$ cat config.mk
export PLATFORM = sky130hd
export DESIGN_NAME = rpy_angle
export DESIGN_NICKNAME = d
export VERILOG_FILES = /design/src/design/rpy_pkg.sv /design/src/design/rpy_angle.sv
export SDC_FILE = /design/constraint.sdc
export NUM_CORES = 1
export LEC_CHECK = 0
export ABC_AREA = 1
export BUFFER_PORTS_ARGS = -buffer_cell sky130_fd_sc_hd__buf_4
export CELL_PAD_IN_SITES_DETAIL_PLACEMENT = 2
export CELL_PAD_IN_SITES_GLOBAL_PLACEMENT = 2
export CORE_AREA = 5 5 245 247
export CTS_CLUSTER_SIZE = 28
export DETAILED_ROUTE_END_ITERATION = 8
export DIE_AREA = 0 0 250 252
export PLACE_DENSITY = 0.81
export SYNTH_ARGS = -nofsm -noshare
export SYNTH_HDL_FRONTEND = slang
export SYNTH_SLANG_ARGS = --single-unit
$ cat constraint.sdc
create_clock -name clk_i -period 6.15 [get_ports clk_i]
set_input_delay 0.3075 -clock clk_i [delete_from_list [all_inputs] [get_ports clk_i]]
set_output_delay 0.3075 -clock clk_i [all_outputs]
set_load 0.05 [all_outputs]
$ cat src/design/rpy_pkg.sv
// Shared types, widths and constant tables for the roll-pitch-yaw to rotation matrix core.
// Used by the channel interfaces and by every rpy_* module; depends on nothing.
`default_nettype none

package rpy_pkg;

  // CORDIC depth, capped by the arctangent table
  localparam int CORDIC_STEPS = 16;
  localparam int ATAN_ENTRIES = 30;
  localparam int NSTEP = (CORDIC_STEPS < ATAN_ENTRIES) ? CORDIC_STEPS : ATAN_ENTRIES;

  localparam int NLANE  = 3;   // roll, pitch, yaw
  localparam int NENTRY = 9;

  localparam int ANG_W  = 16;
  localparam int OUT_W  = 16;
  localparam int BANG_W = 32;  // binary angle, 2^32 per turn
  localparam int CW     = 34;  // CORDIC datapath
  localparam int TRIG_W = 22;  // Q20 cosine or sine, range +-2^20
  localparam int PROD_W = 2 * TRIG_W;
  localparam int Q60_W  = 64;

  // Angle reduction: 23040 steps per turn = 45 * 512
  localparam int DEG_TURN  = 23040;
  localparam int TURN_OFS  = 2 * DEG_TURN;
  localparam int RED_W     = 17;
  localparam int M_W       = 15;
  localparam int Q1_RECIP  = 46604;  // ceil(2^21 / 45)
  localparam int Q1_SHIFT  = 21;
  localparam int Q1_W      = 9;
  localparam int FRAC_DIV  = 45;
  localparam int FRAC_W    = 23;
  localparam int REM_W     = $clog2(FRAC_DIV);
  localparam int FRAC_WHOLE = (1 << FRAC_W) / FRAC_DIV;
  localparam int FRAC_REM   = (1 << FRAC_W) % FRAC_DIV;

  localparam logic signed [CW-1:0] CORDIC_GAIN = CW'(652032874);

  localparam logic [BANG_W-1:0] ATAN_TBL [ATAN_ENTRIES] = '{
    32'd536870912, 32'd316933406, 32'd167458907, 32'd85004756, 32'd42667331,
    32'd21354465,  32'd10680862,  32'd5340245,   32'd2670163,  32'd1335087,
    32'd667544,    32'd333772,    32'd166886,    32'd83443,    32'd41721,
    32'd20861,     32'd10430,     32'd5215,      32'd2608,     32'd1304,
    32'd652,       32'd326,       32'd163,       32'd81,       32'd41,
    32'd20,        32'd10,        32'd5,         32'd3,        32'd1
  };

  // floor((r * 2^23 + 22) / 45): low bits of the binary angle for remainder r
  typedef logic [FRAC_W-1:0] rem_tbl_t [FRAC_DIV];

  function automatic rem_tbl_t build_rem_tbl();
    rem_tbl_t tbl;
    for (int i = 0; i < FRAC_DIV; i++) begin
      tbl[i] = FRAC_W'(i * FRAC_WHOLE + (i * FRAC_REM + FRAC_DIV / 2) / FRAC_DIV);
    end
    return tbl;
  endfunction

  localparam rem_tbl_t REM_TBL = build_rem_tbl();

  typedef logic signed [ANG_W-1:0]  angle_t;
  typedef logic signed [BANG_W-1:0] bang_t;
  typedef logic signed [TRIG_W-1:0] trig_val_t;
  typedef logic signed [OUT_W-1:0]  entry_t;
  typedef entry_t mat_t [NENTRY];

  typedef struct packed {
    trig_val_t cos_v;
    trig_val_t sin_v;
  } trig_t;

endpackage

`default_nettype wire

$ cat src/design/rpy_angle.sv
// Three-stage angle reduction: 1/64 degree to folded 32-bit binary angle, three lanes.
// Depends on rpy_pkg.
`default_nettype none

module rpy_angle (
  input  wire logic          clk_i,
  input  wire logic          rst_ni,
  input  wire logic          en_i,
  input  wire logic          valid_i,
  input  rpy_pkg::angle_t    angle_i [rpy_pkg::NLANE],
  output logic               valid_o,
  output rpy_pkg::bang_t     z_o [rpy_pkg::NLANE],
  output logic               neg_o [rpy_pkg::NLANE]
);
  import rpy_pkg::*;

  logic [M_W-1:0]  m_d  [NLANE];
  logic [M_W-1:0]  ma_q [NLANE];
  logic [M_W-1:0]  mb_q [NLANE];
  logic [Q1_W-1:0] q1_d [NLANE];
  logic [Q1_W-1:0] q1_q [NLANE];
  bang_t           z_d  [NLANE];
  logic            neg_d [NLANE];
  bang_t           z_q  [NLANE];
  logic            neg_q [NLANE];
  logic            va_q, vb_q, vc_q;

  // Stage A: modulo one turn by parallel compare and subtract
  always_comb begin
    for (int l = 0; l < NLANE; l++) begin
      logic signed [RED_W:0] ts;
      logic [RED_W-1:0]      t;
      ts = (RED_W + 1)'(angle_i[l]) + (RED_W + 1)'(TURN_OFS);
      t  = RED_W'(ts);
      priority if (t >= RED_W'(3 * DEG_TURN)) m_d[l] = M_W'(t - RED_W'(3 * DEG_TURN));
      else if (t >= RED_W'(2 * DEG_TURN))     m_d[l] = M_W'(t - RED_W'(2 * DEG_TURN));
      else if (t >= RED_W'(DEG_TURN))         m_d[l] = M_W'(t - RED_W'(DEG_TURN));
      else                                    m_d[l] = M_W'(t);
    end
  end

  // Stage B: quotient by 45 through a reciprocal multiply
  always_comb begin
    for (int l = 0; l < NLANE; l++) begin
      logic [M_W+RED_W-1:0] p;
      p = (M_W + RED_W)'(ma_q[l]) * (M_W + RED_W)'(Q1_RECIP);
      q1_d[l] = Q1_W'(p >> Q1_SHIFT);
    end
  end

  // Stage C: remainder picks the low bits; fold into +-90 degrees
  always_comb begin
    for (int l = 0; l < NLANE; l++) begin
      logic [M_W-1:0]   q45;
      logic [REM_W-1:0] r;
      bang_t            b;
      q45 = M_W'(q1_q[l]) * M_W'(FRAC_DIV);
      r   = REM_W'(mb_q[l] - q45);
      b   = bang_t'({q1_q[l], REM_TBL[r]});
      neg_d[l] = (b > bang_t'(32'sh4000_0000)) || (b < -bang_t'(32'sh4000_0000));
      z_d[l]   = neg_d[l] ? {~b[BANG_W-1], b[BANG_W-2:0]} : b;
    end
  end

  always_ff @(posedge clk_i or negedge rst_ni) begin
    if (!rst_ni) begin
      va_q <= 1'b0;
      vb_q <= 1'b0;
      vc_q <= 1'b0;
    end else if (en_i) begin
      va_q <= valid_i;
      vb_q <= va_q;
      vc_q <= vb_q;
    end
  end

  always_ff @(posedge clk_i) begin
    if (en_i) begin
      for (int l = 0; l < NLANE; l++) begin
        ma_q[l]  <= m_d[l];
        mb_q[l]  <= ma_q[l];
        q1_q[l]  <= q1_d[l];
        z_q[l]   <= z_d[l];
        neg_q[l] <= neg_d[l];
      end
    end
  end

  assign valid_o = vc_q;
  assign z_o     = z_q;
  assign neg_o   = neg_q;

endmodule

`default_nettype wire

==> results.txt <==
The worst setup path is launched from a flop. The total routing resource utilization after global routing came out at 0.224. The number of antenna repair diodes is 0.

The worst register-to-register path begins at ma_q[0][18]. The die extent in y came out at 252 um. The number of instances in the placed design is 3502.

The fraction of final layout cells sized beyond drive strength 1 came out at 0.0886. The later pin in the worst-skew pair is clocked with a latency of around 0.50 ns. The final core utilization is 0.432. The top cell type's share of synthesized area is 0.234. The relative slew slack is 0.375. The setup violation total in the final timing report is 0. Of all cell types, the one taking the most synthesized area is ha_1. The post-detailed-route DRC marker count is 0. The number of search-and-repair iterations in the first detailed-routing pass came out at 5. The number of global-route vias before repair was ~21000.

The post-route standard cell area excluding fillers is approximately 25000 um^2. The maximum fanout along the worst path came out at 6. The number of CTS-inserted buffers is 17.

Summed over all layers, the global routing overflow is 0. Post-CTS timing repair inserted 0 buffers for setup. In this run the worst hold path is classified as in -> async.

The type of the worst setup path is reg -> reg. The area occupied by registers came out at 5210 um^2. The number of antenna violations at the first check in global routing is 0. When the netlist entered floorplanning its net count stood at roughly 3200. For the worst setup path, the data required time is between 6 and 7 ns. The final layout contains routed wiring with a total length of slightly above 70 mm. The number of H-tree branching levels came out at 4. The tree is rooted in a clkbuf_16. The clock skew came out at between 0.015 and 0.02 ns. Sorting the synthesized cells by how often they occur yields 596 x nand2_1, 496 x inv_1, 414 x ha_1. The detailed router placed 18300 vias in this run. The horizontal die dimension came out at approximately 250 um. The wire length of the first global-routing pass came out at around 110 mm. The final critical path time including I/O delays and setup is 5.72 ns.

The flip-flop and latch count after synthesis came out at roughly 170. Compared with the post-synthesis result, the final layout area differs by 11.9%. STA classifies the critical path endpoint as a flop. The CTS clock-pin slew for the worst setup and hold paths came out at around 0.080 ns. The number of rows in the core area is a little under 90.

The post-detailed-route count of antenna-violating nets came out at 0. The endpoint identified for the worst register-to-register timing path is q1_q[0][15]. In the final design database the tool counted around 3400 nets. The most instantiated flip-flop cell in the synthesis netlist is edfxtp_1. The maximum root-to-sink buffer count is 2. For this configuration, the core starts out at a cell density of 0.386. The standard cell core area came out at approximately 57000 um^2. The proportion of synthesized chip area in sequential cells is 0.235. The depth of the worst register-to-register path came out at 18. The arrival time of data at the critical path endpoint is between 5 and 6 ns. The setup slack of the worst register-to-register path came out at around 0.43 ns.

The mean area per synthesized cell is approximately 8.4 um^2. The share of the clock period used by the worst path is 0.930. The routed length per placed instance came out at 19.9 um. The total count of max-transition violations in the final report is 0. The I/O pin total is ~150.

The most repeated cell in the gate-level netlist after synthesis is nand2_1. The largest net degree at the start of global routing came out at 71. The area of the multi-input gates came out at between 10000 and 15000 um^2. The area enclosed by the die boundary is between 60000 and 70000 um^2. Static timing analysis puts the maximum clock frequency at 175 MHz.

The Yosys warning count came out at 0. Detailed placement ended at an HPWL of approximately 60 mm. The final hold violation count came to 0. The synthesized netlist cell count came out at roughly 2600. The layout has between 6000 and 7000 filler cells. The port buffer count came out at 151. The number of synthesized flops with an enable pin is around 170. The flow ran to the end, and the final reports show no timing, DRC or antenna violations. The distinct cell type count of the synthesized netlist is 47. The transition time of the tightest slew-check pin is roughly 0.94 ns.

Setup repair after global routing left no endpoint under its margin. Using the TritonRoute via totals, the vias-per-cell ratio works out to around 5.1. The fraction of registers with async set/reset came out at 0.0172. The total clock sinks is roughly 170. Sorting the synthesized cells by area gives the leading types as ha_1 23%, edfxtp_1 23%, fa_1 13%. The CTS tree is yes.

The final-layout setup total negative slack is 0 ns. After the first detailed-routing iteration, the DRC count stood at 721. The count of cells in the finished layout, fillers not included, comes to roughly 3600. The count of maximum capacitance violations came out at 0. Summing every instance area after synthesis gives 22100 um^2. The total cell area at the placement stage came out at 23900 um^2. The final weighted congestion of routability-driven global placement is ~0.9.
metal layers:
layer	track usage	vias to the layer above	wire length, um
met2	0.416	212	36700
met5	0	-	0
met4	0.0564	0	1380
met3	0.0277	79	1570
li1	-	8799	-
met1	0.277	9177	31400
through the flow:
step / hold WS, ns / setup slack [ns]
CTS: 0.109 / 0.419
detailed placement: 0.105 / 0.448
global placement: 0.0974 / 0.799
global route: 0.106 / 0.157
finish: 0.130 / 0.433
floorplan: 0.0119 / 1.08
what timing repair did:
action / 4_1_cts / 5_1_grt
resized for setup: 0 / 0
hold endpoints to repair: 31 / 0
hold buffers: 29 / 0
state kept, by name (all words and copies together) (netlist names):
name / cells
ma_q: 45
mb_q: 18
valid_o: 1
q1_q: 27
va_q: 1
z_o: 78
neg_o: 3
vb_q: 1
layout by cell type, fill, tap and decap left out, types with 4 or more instances in the layout:
cell,synthesis,layout
o21bai_1,6,6
inv_2,15,15
clkbuf_16,0,17
dlygate4sd3_1,0,29
a21o_1,14,14
o21ai_1,14,14
edfxtp_1,171,171
nand4_1,25,25
o21ai_0,114,114
xor2_1,60,60
a21oi_2,4,4
inv_1,496,496
buf_4,23,152
nand3_2,4,4
a31oi_1,11,11
ha_1,414,414
xnor2_1,34,34
o211ai_1,12,12
nor2_1,105,105
nand3_1,137,137
inv_6,0,5
nand2_1,596,596
nor3_1,21,21
nand2_2,27,27
nand3b_1,7,7
a21oi_1,113,113
o21a_1,11,11
fa_1,144,144
area by class of cell:
cell class,instances,area share
Multi-Input combinational cell,1898,0.590
Sequential cell,174,0.210
Inverter,512,0.0776
Timing Repair Buffer,182,0.0582
Tap cell,765,0.0386
Clock buffer,18,0.0177
Clock inverter,14,0.00717
worst max-delay path, cell delays in order (launching register included):
cell	delay (ns)
edfxtp_1	0.51
ha_1	0.40
xor2_1	0.25
ha_1	0.30
fa_1	0.52
fa_1	0.52
fa_1	0.55
inv_1	0.07
fa_1	0.53
inv_1	0.04
ha_1	0.34
nand4_1	0.13
nor3_1	0.22
nand4_1	0.12
nand3_1	0.15
a21oi_1	0.10
o21ai_0	0.37
a21oi_1	0.17
xor2_1	0.17
how the worst max path moves through the flow:
| stage | startpoint | to | slack (ns) | cells past startpoint |
|---|---|---|---|---|
| 6_report | ma_q[0][18] | q1_q[0][15] | 0.43 | 18 |
| 5_1_grt | ma_q[0][18] | q1_q[0][15] | 0.16 | 18 |
| 4_1_cts | ma_q[0][18] | q1_q[0][15] | 0.42 | 18 |
| 3_5_place_dp | ma_q[0][18] | q1_q[0][15] | 0.45 | 18 |
| 3_3_place_gp | ma_q[0][1] | q1_q[0][7] | 0.80 | 18 |
| 2_1_floorplan | ma_q[0][18] | q1_q[0][15] | 1.08 | 18 |
cells by family after synthesis:
kind of cell / after synthesis / share of synthesized area
AO/OA/AOI/OAI: 312 / 0.0795
multiplexers: 1 / 0.000509
AND/OR/NAND/NOR: 930 / 0.176
buffers and inverters: 561 / 0.104
flip-flops: 174 / 0.235
XOR/XNOR: 97 / 0.0404
adder cells (fa/ha/maj): 558 / 0.364
Power is left out: the tool's default activity adds up to more than one toggle a clock period on the data nets, which glitch-free logic cannot reach.
